$ cat src/rtl/jsu_pkg.sv
// Package for the JSON string unescaper: phase and segment types, status codes,
// character constants and the UTF-8, hex and escape decode helpers.
// No dependencies.
package jsu_pkg;

  // Most results one input item can cause.
  localparam int unsigned RES_MAX = 6;

  // Decoder phase within one quoted string.
  typedef enum logic [3:0] {
    PH_QUOTE    = 4'd0,
    PH_BODY     = 4'd1,
    PH_ESC      = 4'd2,
    PH_HEX1     = 4'd3,
    PH_HOLD     = 4'd4,
    PH_HOLD_BSL = 4'd5,
    PH_HEX2     = 4'd6
  } phase_e;

  // Result status codes.
  localparam logic [3:0] ST_BYTE     = 4'd0;
  localparam logic [3:0] ST_CLOSED   = 4'd1;
  localparam logic [3:0] ST_NO_QUOTE = 4'd2;
  localparam logic [3:0] ST_CONTROL  = 4'd3;
  localparam logic [3:0] ST_OPEN_ESC = 4'd4;
  localparam logic [3:0] ST_BAD_ESC  = 4'd5;
  localparam logic [3:0] ST_SHORT_U  = 4'd6;
  localparam logic [3:0] ST_BAD_HEX  = 4'd7;
  localparam logic [3:0] ST_OPEN_STR = 4'd8;

  // Source characters with a meaning of their own.
  localparam logic [7:0] CH_QUOTE = 8'h22;
  localparam logic [7:0] CH_BSL   = 8'h5C;
  localparam logic [7:0] CH_SLASH = 8'h2F;
  localparam logic [7:0] CH_U     = 8'h75;
  localparam logic [7:0] CH_SPACE = 8'h20;

  // Surrogate ranges.
  localparam logic [15:0] HI_SURR_LO = 16'hD800;
  localparam logic [15:0] HI_SURR_HI = 16'hDBFF;
  localparam logic [15:0] LO_SURR_LO = 16'hDC00;
  localparam logic [15:0] LO_SURR_HI = 16'hDFFF;
  localparam logic [20:0] SUPP_BASE  = 21'h10000;

  // A run of up to four result items that share one status.
  typedef struct packed {
    logic [2:0]      len;
    logic [3:0]      status;
    logic [3:0][7:0] bytes;
  } seg_t;

  localparam seg_t SEG_NONE = '{len: 3'd0, status: ST_BYTE, bytes: '0};

  // One result item.
  function automatic seg_t seg_single(input logic [7:0] b, input logic [3:0] st);
    seg_t s;
    s        = SEG_NONE;
    s.len    = 3'd1;
    s.status = st;
    s.bytes[0] = b;
    return s;
  endfunction

  // UTF-8 encoding of one code point.
  function automatic seg_t utf8_seg(input logic [20:0] cp);
    seg_t s;
    s = SEG_NONE;
    if (cp < 21'h80) begin
      s.len      = 3'd1;
      s.bytes[0] = {1'b0, cp[6:0]};
    end else if (cp < 21'h800) begin
      s.len      = 3'd2;
      s.bytes[0] = {3'b110, cp[10:6]};
      s.bytes[1] = {2'b10, cp[5:0]};
    end else if (cp < SUPP_BASE) begin
      s.len      = 3'd3;
      s.bytes[0] = {4'b1110, cp[15:12]};
      s.bytes[1] = {2'b10, cp[11:6]};
      s.bytes[2] = {2'b10, cp[5:0]};
    end else begin
      s.len      = 3'd4;
      s.bytes[0] = {5'b11110, cp[20:18]};
      s.bytes[1] = {2'b10, cp[17:12]};
      s.bytes[2] = {2'b10, cp[11:6]};
      s.bytes[3] = {2'b10, cp[5:0]};
    end
    return s;
  endfunction

  // Hex digit decode: bit 4 flags a non-hex character, bits 3:0 hold the value.
  function automatic logic [4:0] hex_decode(input logic [7:0] c);
    logic [7:0] d;
    logic [4:0] r;
    r = {1'b1, 4'd0};
    if (c >= 8'h30 && c <= 8'h39) begin
      d = c - 8'h30;
      r = {1'b0, d[3:0]};
    end else if (c >= 8'h61 && c <= 8'h66) begin
      d = c - 8'h57;
      r = {1'b0, d[3:0]};
    end else if (c >= 8'h41 && c <= 8'h46) begin
      d = c - 8'h37;
      r = {1'b0, d[3:0]};
    end
    return r;
  endfunction

  // Single-character escapes: bit 8 flags a known escape, bits 7:0 the byte.
  function automatic logic [8:0] esc_map(input logic [7:0] c);
    logic [8:0] r;
    case (c)
      CH_QUOTE: r = {1'b1, CH_QUOTE};
      CH_BSL:   r = {1'b1, CH_BSL};
      CH_SLASH: r = {1'b1, CH_SLASH};
      8'h6E:    r = {1'b1, 8'h0A};
      8'h74:    r = {1'b1, 8'h09};
      8'h72:    r = {1'b1, 8'h0D};
      8'h62:    r = {1'b1, 8'h08};
      8'h66:    r = {1'b1, 8'h0C};
      default:  r = {1'b0, 8'h00};
    endcase
    return r;
  endfunction

endpackage

$ cat src/rtl/json_string_unescaper_core.sv
// JSON string unescaper core: decodes a quoted JSON string to UTF-8 bytes.
// An item passes the input register, is decoded, and its results are loaded into the result register.
// Throughput: one item per cycle while items give at most one result and the sink is ready; an item
// with several results holds the output register until the sink has taken them all, one per cycle.
// Reset (rst_ni low, asynchronous) empties both registers and returns to waiting for a quote.
// Depends on jsu_pkg.
module json_string_unescaper_core (
  input  logic       clk_i,
  input  logic       rst_ni,
  input  logic       s_axis_tvalid,
  output logic       s_axis_tready,
  input  logic [7:0] s_axis_tdata,  // data_byte[7:0]
  input  logic       s_axis_tuser,  // mode[0]
  output logic       m_axis_tvalid,
  input  logic       m_axis_tready,
  output logic [7:0] m_axis_tdata,  // out_byte[7:0]
  output logic [3:0] m_axis_tuser,  // status[3:0]
  output logic       m_axis_tlast
);
  import jsu_pkg::*;

  // Input register.
  logic       in_valid_q;
  logic       mode_q;
  logic [7:0] byte_q;

  // Decoder state.
  phase_e      phase_q, phase_d;
  logic [15:0] cp_q, cp_d;
  logic [15:0] hs_q, hs_d;
  logic [2:0]  dig_q, dig_d;
  logic        bad_q, bad_d;

  // Result register: a burst of up to RES_MAX items drained one per cycle while the sink is ready.
  logic [RES_MAX-1:0][7:0] res_byte_q, res_byte_d;
  logic [RES_MAX-1:0][3:0] res_st_q, res_st_d;
  logic [2:0]              res_cnt_q, res_cnt_d;
  logic [2:0]              res_idx_q;

  logic out_take;
  logic burst_free;
  logic in_consume;

  // Handshakes.
  assign m_axis_tvalid = (res_idx_q != res_cnt_q);
  assign out_take      = m_axis_tvalid && m_axis_tready;
  assign burst_free    = !m_axis_tvalid || (out_take && (res_idx_q + 3'd1 == res_cnt_q));
  assign in_consume    = in_valid_q && burst_free;
  assign s_axis_tready = !in_valid_q || in_consume;

  assign m_axis_tdata = res_byte_q[res_idx_q];
  assign m_axis_tuser = res_st_q[res_idx_q];
  assign m_axis_tlast = (res_idx_q + 3'd1 == res_cnt_q);

  // Decode of one item into two segments and the next state.
  seg_t        seg_a, seg_b;
  seg_t        body_seg, esc_seg;
  phase_e      body_ph, esc_ph;
  logic        body_clr, esc_clr;
  logic [8:0]  esc_hit;
  logic [4:0]  hex_r;
  logic [15:0] cp_n;
  logic [2:0]  dig_n;
  logic        bad_n;
  logic [20:0] joined;
  logic        clr;

  // Plain string body byte.
  always_comb begin
    body_seg = SEG_NONE;
    body_ph  = PH_BODY;
    body_clr = 1'b0;
    if (byte_q == CH_QUOTE) begin
      body_seg = seg_single(8'h00, ST_CLOSED);
      body_clr = 1'b1;
    end else if (byte_q < CH_SPACE) begin
      body_seg = seg_single(8'h00, ST_CONTROL);
      body_clr = 1'b1;
    end else if (byte_q == CH_BSL) begin
      body_ph = PH_ESC;
    end else begin
      body_seg = seg_single(byte_q, ST_BYTE);
    end
  end

  // Byte after a backslash, other than the start of a \u escape.
  always_comb begin
    esc_hit = esc_map(byte_q);
    esc_ph  = PH_BODY;
    esc_clr = 1'b0;
    if (esc_hit[8]) begin
      esc_seg = seg_single(esc_hit[7:0], ST_BYTE);
    end else begin
      esc_seg = seg_single(8'h00, ST_BAD_ESC);
      esc_clr = 1'b1;
    end
  end

  // Hex digit accumulation and surrogate join.
  always_comb begin
    hex_r  = hex_decode(byte_q);
    cp_n   = {cp_q[11:0], hex_r[3:0]};
    dig_n  = dig_q + 3'd1;
    bad_n  = bad_q | hex_r[4];
    joined = SUPP_BASE + {1'b0, hs_q[9:0], cp_n[9:0]};
  end

  // Next state and result segments.
  always_comb begin
    phase_d = phase_q;
    cp_d    = cp_q;
    hs_d    = hs_q;
    dig_d   = dig_q;
    bad_d   = bad_q;
    seg_a   = SEG_NONE;
    seg_b   = SEG_NONE;
    clr     = 1'b0;
    if (mode_q) begin
      // End of input ends the run in every phase.
      clr = 1'b1;
      case (phase_q)
        PH_BODY:     seg_b = seg_single(8'h00, ST_OPEN_STR);
        PH_ESC:      seg_b = seg_single(8'h00, ST_OPEN_ESC);
        PH_HEX1,
        PH_HEX2:     seg_b = seg_single(8'h00, ST_SHORT_U);
        PH_HOLD: begin
          seg_a = utf8_seg({5'd0, hs_q});
          seg_b = seg_single(8'h00, ST_OPEN_STR);
        end
        PH_HOLD_BSL: begin
          seg_a = utf8_seg({5'd0, hs_q});
          seg_b = seg_single(8'h00, ST_OPEN_ESC);
        end
        default:     seg_b = seg_single(8'h00, ST_NO_QUOTE);
      endcase
    end else begin
      case (phase_q)
        PH_BODY: begin
          seg_b   = body_seg;
          phase_d = body_ph;
          clr     = body_clr;
        end
        PH_ESC: begin
          if (byte_q == CH_U) begin
            phase_d = PH_HEX1;
            cp_d    = '0;
            dig_d   = '0;
            bad_d   = 1'b0;
          end else begin
            seg_b   = esc_seg;
            phase_d = esc_ph;
            clr     = esc_clr;
          end
        end
        PH_HEX1,
        PH_HEX2: begin
          if (dig_n < 3'd4) begin
            cp_d  = cp_n;
            dig_d = dig_n;
            bad_d = bad_n;
          end else if (bad_n) begin
            seg_b = seg_single(8'h00, ST_BAD_HEX);
            clr   = 1'b1;
          end else begin
            cp_d  = '0;
            dig_d = '0;
            if (phase_q == PH_HEX1) begin
              if (cp_n >= HI_SURR_LO && cp_n <= HI_SURR_HI) begin
                hs_d    = cp_n;
                phase_d = PH_HOLD;
              end else begin
                phase_d = PH_BODY;
                seg_b   = utf8_seg({5'd0, cp_n});
              end
            end else begin
              // Second value after a held high surrogate.
              phase_d = PH_BODY;
              hs_d    = '0;
              if (cp_n >= LO_SURR_LO && cp_n <= LO_SURR_HI) begin
                seg_b = utf8_seg(joined);
              end else begin
                seg_a = utf8_seg({5'd0, hs_q});
                seg_b = utf8_seg({5'd0, cp_n});
              end
            end
          end
        end
        PH_HOLD: begin
          if (byte_q == CH_BSL) begin
            phase_d = PH_HOLD_BSL;
          end else begin
            seg_a   = utf8_seg({5'd0, hs_q});
            hs_d    = '0;
            seg_b   = body_seg;
            phase_d = body_ph;
            clr     = body_clr;
          end
        end
        PH_HOLD_BSL: begin
          if (byte_q == CH_U) begin
            phase_d = PH_HEX2;
            cp_d    = '0;
            dig_d   = '0;
            bad_d   = 1'b0;
          end else begin
            seg_a   = utf8_seg({5'd0, hs_q});
            hs_d    = '0;
            seg_b   = esc_seg;
            phase_d = esc_ph;
            clr     = esc_clr;
          end
        end
        default: begin
          // Waiting for the opening quote.
          if (byte_q == CH_QUOTE) begin
            phase_d = PH_BODY;
            cp_d    = '0;
            hs_d    = '0;
            dig_d   = '0;
            bad_d   = 1'b0;
          end else begin
            seg_b = seg_single(8'h00, ST_NO_QUOTE);
            clr   = 1'b1;
          end
        end
      endcase
    end
    // A terminal status returns the decoder to waiting for a quote.
    if (clr) begin
      phase_d = PH_QUOTE;
      cp_d    = '0;
      hs_d    = '0;
      dig_d   = '0;
      bad_d   = 1'b0;
    end
  end

  // Merge the two segments into one burst.
  always_comb begin
    logic [2:0] iv;
    logic [2:0] jv;
    res_cnt_d = seg_a.len + seg_b.len;
    for (int i = 0; i < RES_MAX; i++) begin
      iv = 3'(i);
      jv = iv - seg_a.len;
      if (iv < seg_a.len) begin
        res_byte_d[i] = seg_a.bytes[iv[1:0]];
        res_st_d[i]   = ST_BYTE;
      end else begin
        res_byte_d[i] = seg_b.bytes[jv[1:0]];
        res_st_d[i]   = seg_b.status;
      end
    end
  end

  // Input register control.
  always_ff @(posedge clk_i or negedge rst_ni) begin
    if (!rst_ni) begin
      in_valid_q <= 1'b0;
    end else if (s_axis_tready) begin
      in_valid_q <= s_axis_tvalid;
    end
  end

  // Input register payload.
  always_ff @(posedge clk_i) begin
    if (s_axis_tvalid && s_axis_tready) begin
      mode_q <= s_axis_tuser;
      byte_q <= s_axis_tdata;
    end
  end

  // Decoder state and burst control.
  always_ff @(posedge clk_i or negedge rst_ni) begin
    if (!rst_ni) begin
      phase_q   <= PH_QUOTE;
      cp_q      <= '0;
      hs_q      <= '0;
      dig_q     <= '0;
      bad_q     <= 1'b0;
      res_cnt_q <= '0;
      res_idx_q <= '0;
    end else if (in_consume) begin
      phase_q   <= phase_d;
      cp_q      <= cp_d;
      hs_q      <= hs_d;
      dig_q     <= dig_d;
      bad_q     <= bad_d;
      res_cnt_q <= res_cnt_d;
      res_idx_q <= '0;
    end else if (out_take) begin
      res_idx_q <= res_idx_q + 3'd1;
    end
  end

  // Burst payload.
  always_ff @(posedge clk_i) begin
    if (in_consume) begin
      res_byte_q <= res_byte_d;
      res_st_q   <= res_st_d;
    end
  end

endmodule

$ cat config.mk
export PLATFORM = sky130hd
export DESIGN_NAME = json_string_unescaper_core
export DESIGN_NICKNAME = d
export VERILOG_FILES = /design/src/rtl/jsu_pkg.sv /design/src/rtl/json_string_unescaper_core.sv
export SDC_FILE = /design/constraint.sdc
export NUM_CORES = 1
export LEC_CHECK = 0
export BUFFER_PORTS_ARGS = -buffer_cell sky130_fd_sc_hd__buf_4
export CAP_MARGIN = 10
export CORE_UTILIZATION = 35
export CTS_BUF_LIST = sky130_fd_sc_hd__clkbuf_4 sky130_fd_sc_hd__clkbuf_8 sky130_fd_sc_hd__clkbuf_16
export DETAILED_ROUTE_END_ITERATION = 7
export RECOVER_POWER = 25
export SETUP_SLACK_MARGIN = 0.05
export SYNTH_ARGS = -nofsm -noshare
export SYNTH_HDL_FRONTEND = slang
export SYNTH_SLANG_ARGS = --single-unit
export TNS_END_PERCENT = 100
$ cat constraint.sdc
create_clock -name clk_i -period 3.9 [get_ports clk_i]
set_input_delay 0.975 -clock clk_i [delete_from_list [all_inputs] [get_ports clk_i]]
set_output_delay 0.975 -clock clk_i [all_outputs]
set_load 0.005 [all_outputs]
# Word-level counts from Yosys, hierarchy flattened
# Cells that the tools add are included.
# totals
mem_bits_ro	0
memories	0
regBits	124
ramBits	0
input_bits	13
output_inout_bits	15
latchBits	0
# op_classes
mux	126
n_shift	0
n_bitwise	1
n_addsub	13
multipliers	0
div	0
eq_ne	28
order_cmp	32
reduce_logical	26
# op_table
cell	count
$mux W39	16
$mux W16	11
$pmux W39 S4	1
$mux W8	19
$pmux W39 S3	1
$mux W37	3
$pmux W36 S3	1
$bmux W8 S2	6
$mux W24	3
$pmux W9 S8	1
$pmux W16 S4	1
$mux W12	5
$eq A8 B7 Y1 const B	7
$mux W3	14
$mux W38	1
$mux W4	9
$pmux W12 S3	1
$mux W35	1
$ge A16 B16 Y1 const B	2
$le A16 B16 Y1 const B	2
$lt A16 B12 Y1 const B	2
$lt A16 B8 Y1 const B	2
$mux W14	2
$bmux W8 S3	1
other kinds (52)	114

# Depth between registers and ports, before layout
# depth
word_depth	19
mapped_depth	16
mapped_depth_nobuf	12

# Least setup slack after synthesis
# Ideal clock, no wire load.
# synth_path
path_kind	register to register
startpoint	reg byte_q[7]
endpoint	reg res_byte_q[2] (netlist bit), data pin
required_time_ns	3.771
arrival_time_ns	3.782
n_path_buf	5
setup_slack_ns	-0.011
synth_period_minus_slack_ns	3.911
stages_incl_launch_ff	16
cell_sequence	edfxtp_1 or3b_1 buf_6 nor4_4 o31ai_1 o21ba_2 buf_6 and2_1 buf_2 buf_2 ha_1 clkbuf_1 clkinv_1 or4_1 o21ai_1 a21o_1
# synth_lines
element	line_no	source
start: declaration	json_string_unescaper_core.sv:25	logic [7:0] byte_q;
start signal: assignment	json_string_unescaper_core.sv:269	byte_q <= s_axis_tdata;
end signal: assignment	json_string_unescaper_core.sv:299	res_byte_q <= res_byte_d;
end: declaration	json_string_unescaper_core.sv:35	logic [RES_MAX-1:0][7:0] res_byte_q, res_byte_d;

==> summary.md <==
| Metric | Value |
|---|---|
| H-tree levels | `4` |
| Critical path class | `register to register` |
| Post-synthesis compound-gate area fraction | `a little under a quarter` |
| Final wirelength | `~23 mm` |
| Starting Density | `a little over a third` |
| Utilization after layout | `41.3%` |
| Drt first-iter violations | `between 700 and 800` |
| Peak supply drop | `0.376 mV` |
| Syn Area/Cell | `between 9 and 10 um2` |
| Unrepaired setup endpoints after global routing | `no` |
| Drt pass-1 iters | `5` |
| Slew margin rel. | `-59.3%` |
| Crit. End Element | `register` |
| Mux contribution to synthesized area | `6.58%` |
| Simple-gate share of the synthesized area | `about a fifth` |
| Slew Limit Fails | `42` |
| DPL Wire Length | `16.9 mm` |
| Yosys top cell area share | `approximately 28%` |
| Crit path required time | `4.15 ns` |
| Vias in the first global route | `~6.3k` |
| Main combinational cell family by area after synthesis | `compound AO/OA/AOI/OAI gates` |
| Hold Path Class | `register to register` |
| First-pass GRT wire length | `36.8 mm` |
| Root Buffer | `clkbuf_16` |
| Post-synthesis cell type count | `slightly above 90` |
| Cell Area, Placed | `between 0.008 and 0.009 mm2` |
| Final Hold Slack | `around 0.51 ns` |
| Core ar. | `~0.021 mm2` |
| Post-Syn Area | `slightly below 0.008 mm2` |
| Final setup viols | `0` |
| Vias/cell | `between 5 and 6` |
| Outcome | `finished, violations left` |
| GRT Residual Overflow | `0` |
| P&R area growth vs syn | `14.1%` |
| Fmax | `about 280 MHz` |
| Cell count after synthesis | `806` |
| Resize count post-CTS | `0` |
| Final nets | `about 850` |
| Post-route cell area | `0.00881 mm2` |
| DRC | `0` |
| Worst Setup Start Kind | `register` |
| DIE HEIGHT | `about 150 um` |
| Worst EP arrival | `around 3.8 ns` |
| GP Congestion | `between 0.9 and 1` |
| Sink Count | `114` |
| IO Count | `28` |
| Post-Synth Adder-Cell Area | `around 1.9%` |
| Final min period | `approximately 3.6 ns` |
| TritonCTS buffer count | `17` |
| Fin crit share | `between 90 and 100%` |
| Yosys top cell by area | `edfxtp_1` |
| Register area share after synthesis | `41.7%` |
| Post-synth top cells | `edfxtp_1 (73), nor2_1 (72), nand2_1 (61)` |
| Post-CTS Hold Buffers | `0` |
| Post-synth EDFFs | `73` |
| Placed cells | `about 1.1k` |
| Largest net degree at the start of global routing | `73` |
| Diode count | `0` |
| CTS tree | `done` |
| Non-Filler Instances | `between 1k and 1.5k` |
| Row count | `53` |
| DR vias | `~6.6k` |
| Chip Width | `151 um` |
| Synth async-reset ratio | `36.0%` |
| Clock Skews | `0.0131 ns` |
| Worst Path Max Fanout | `16` |
| Die area | `~0.023 mm2` |
| Pwr per Cell Area | `approximately 600 mW/mm2` |
| Share of cells above drive strength 1 | `16.1%` |
| Post-Synthesis Net Count | `830` |
| Synth Area in XOR/XNOR | `approximately 1.2%` |
| TNS Setup | `0 ns` |
| GRT Resource Usage Total | `21.7%` |
| Hold Vio Cnt, Final | `0` |
| Wirelength per Cell | `about 21 um` |
| Synth area leaders | `edfxtp_1 (28%), dfrtp_1 (13%), a21oi_1 (3.8%)` |
| Clk slew on worst S/H paths | `0.06 ns` |
| Synth Register Bits | `approximately 110` |
| Max_cap viols | `1` |
| Final antenna-violating net count | `0` |
| Failing checks | `max-capacitance violations, max-slew violations` |
| P_leak | `approximately 3.4 nW` |
| Clock Tree Buf Depth | `2` |
| Skew-Pair Late Insertion Delay | `0.43 ns` |
| YS warnings | `0` |
| Most common cell in the netlist | `edfxtp_1` |
| Slew @ Worst Pin | `2.39 ns` |
| Port Buf Inserts | `27` |
| Top_reg_cell synth | `edfxtp_1` |
| Initial antenna violation count | `1` |
| # Post-CTS Setup Buffers | `0` |
[power by group]
group	switching [mW]	internal, mW
Clock	0.593	1.06
Sequential	0.164	1.82
Combinational	0.958	0.710
[area by class of cell]
type / count / area, um2
clock buffers: 17 / 425
clock inverters: 14 / 188
fillers: 2088 / 12500
inverters: 38 / 144
multi-input cells: 595 / 4060
flip-flops and latches: 114 / 3220
well taps: 275 / 344
repair buffers: 56 / 425
[routing by layer]
metal | share of wire (%) | wire length [um] | up-vias | track usage, %
li1 | - | - | 3098 | -
met1 | 47 | 10900 | 3183 | 31.1
met2 | 44 | 10200 | 261 | 32.6
met3 | 6.7 | 1540 | 33 | 4.45
met4 | 1.8 | 410 | 0 | 6.36
met5 | 0 | 0 | - | 0
[path summary, 6_finish.rpt]
path | end | start | slack, ns | cells after the start
worst max-delay path | res_byte_q[5]$_DFFE_PP_ | byte_q[0]$_DFFE_PP_ | 0.33 | 11
worst min-delay path | dig_q[1]$_DFFE_PN0P_ | dig_q[1]$_DFFE_PN0P_ | 0.51 | 1
worst max register to register | res_byte_q[5]$_DFFE_PP_ | byte_q[0]$_DFFE_PP_ | 0.33 | 11
worst min register to register | dig_q[1]$_DFFE_PN0P_ | dig_q[1]$_DFFE_PN0P_ | 0.51 | 1
max in group asynchronous | cp_q[10]$_DFFE_PN0P_ | rst_ni | 1.26 | 1
min in group asynchronous | hs_q[10]$_DFFE_PN0P_ | rst_ni | 1.28 | 1
[metrics by stage]
| stage | total power [mW] | setup slack (ns) |
|---|---|---|
| after floorplan | 3.12 | 0.0721 |
| after global placement | 3.68 | 0.483 |
| after detailed placement | 3.70 | 0.435 |
| after CTS | 5.36 | 0.401 |
| after global routing | 5.61 | 0.152 |
| final | 5.31 | 0.333 |
[flip-flops by register name (all words and copies together) (netlist names)]
| signal | flops |
|---|---|
| mode_q | 1 |
| cp_q | 12 |
| hs_q | 16 |
| byte_q | 8 |
| res_cnt_q | 3 |
| bad_q | 1 |
| res_idx_q | 3 |
| in_valid_q | 1 |
| res_byte_q | 48 |
| dig_q | 2 |
| res_st_q | 16 |
| phase_q | 3 |
[worst max-delay path: stages, from the launching register on]
cell      delay [ns]
edfxtp_1        0.51
inv_1           0.15
ha_1            0.28
or3b_1          0.41
nand3_1         0.13
a21boi_1        0.12
o21a_2          0.36
inv_2           0.28
ha_1            0.43
nand2_1         0.16
o32a_1          0.35
o22ai_1         0.19
[layout by cell type (no fill, tap or decap), types with 11 or more instances in the layout]
cell type,netlist,layout
a21oi_1,59,59
inv_1,34,34
a22oi_1,12,12
clkbuf_16,0,17
nand3_1,21,21
a31oi_1,13,13
mux2i_1,17,17
nor3_1,19,19
edfxtp_1,73,73
and3_1,13,13
nand2b_1,12,12
nor2_1,72,72
o21ai_0,49,49
o22ai_1,15,15
buf_4,1,44
dfrtp_1,41,41
a22o_1,27,27
a21o_1,11,11
nand2_1,61,61
mux4_2,12,12
[kinds of logic (layout without fill, tap and decap cells)]
group | after synthesis | in the layout
buffers and inverters | 97 | 125
XOR/XNOR | 11 | 11
multiplexers | 35 | 35
AND/OR/NAND/NOR | 277 | 277
AO/OA/AOI/OAI | 261 | 261
flip-flops | 114 | 114
adder cells (fa/ha/maj) | 11 | 11
Power figures use the tool's default switching activity.
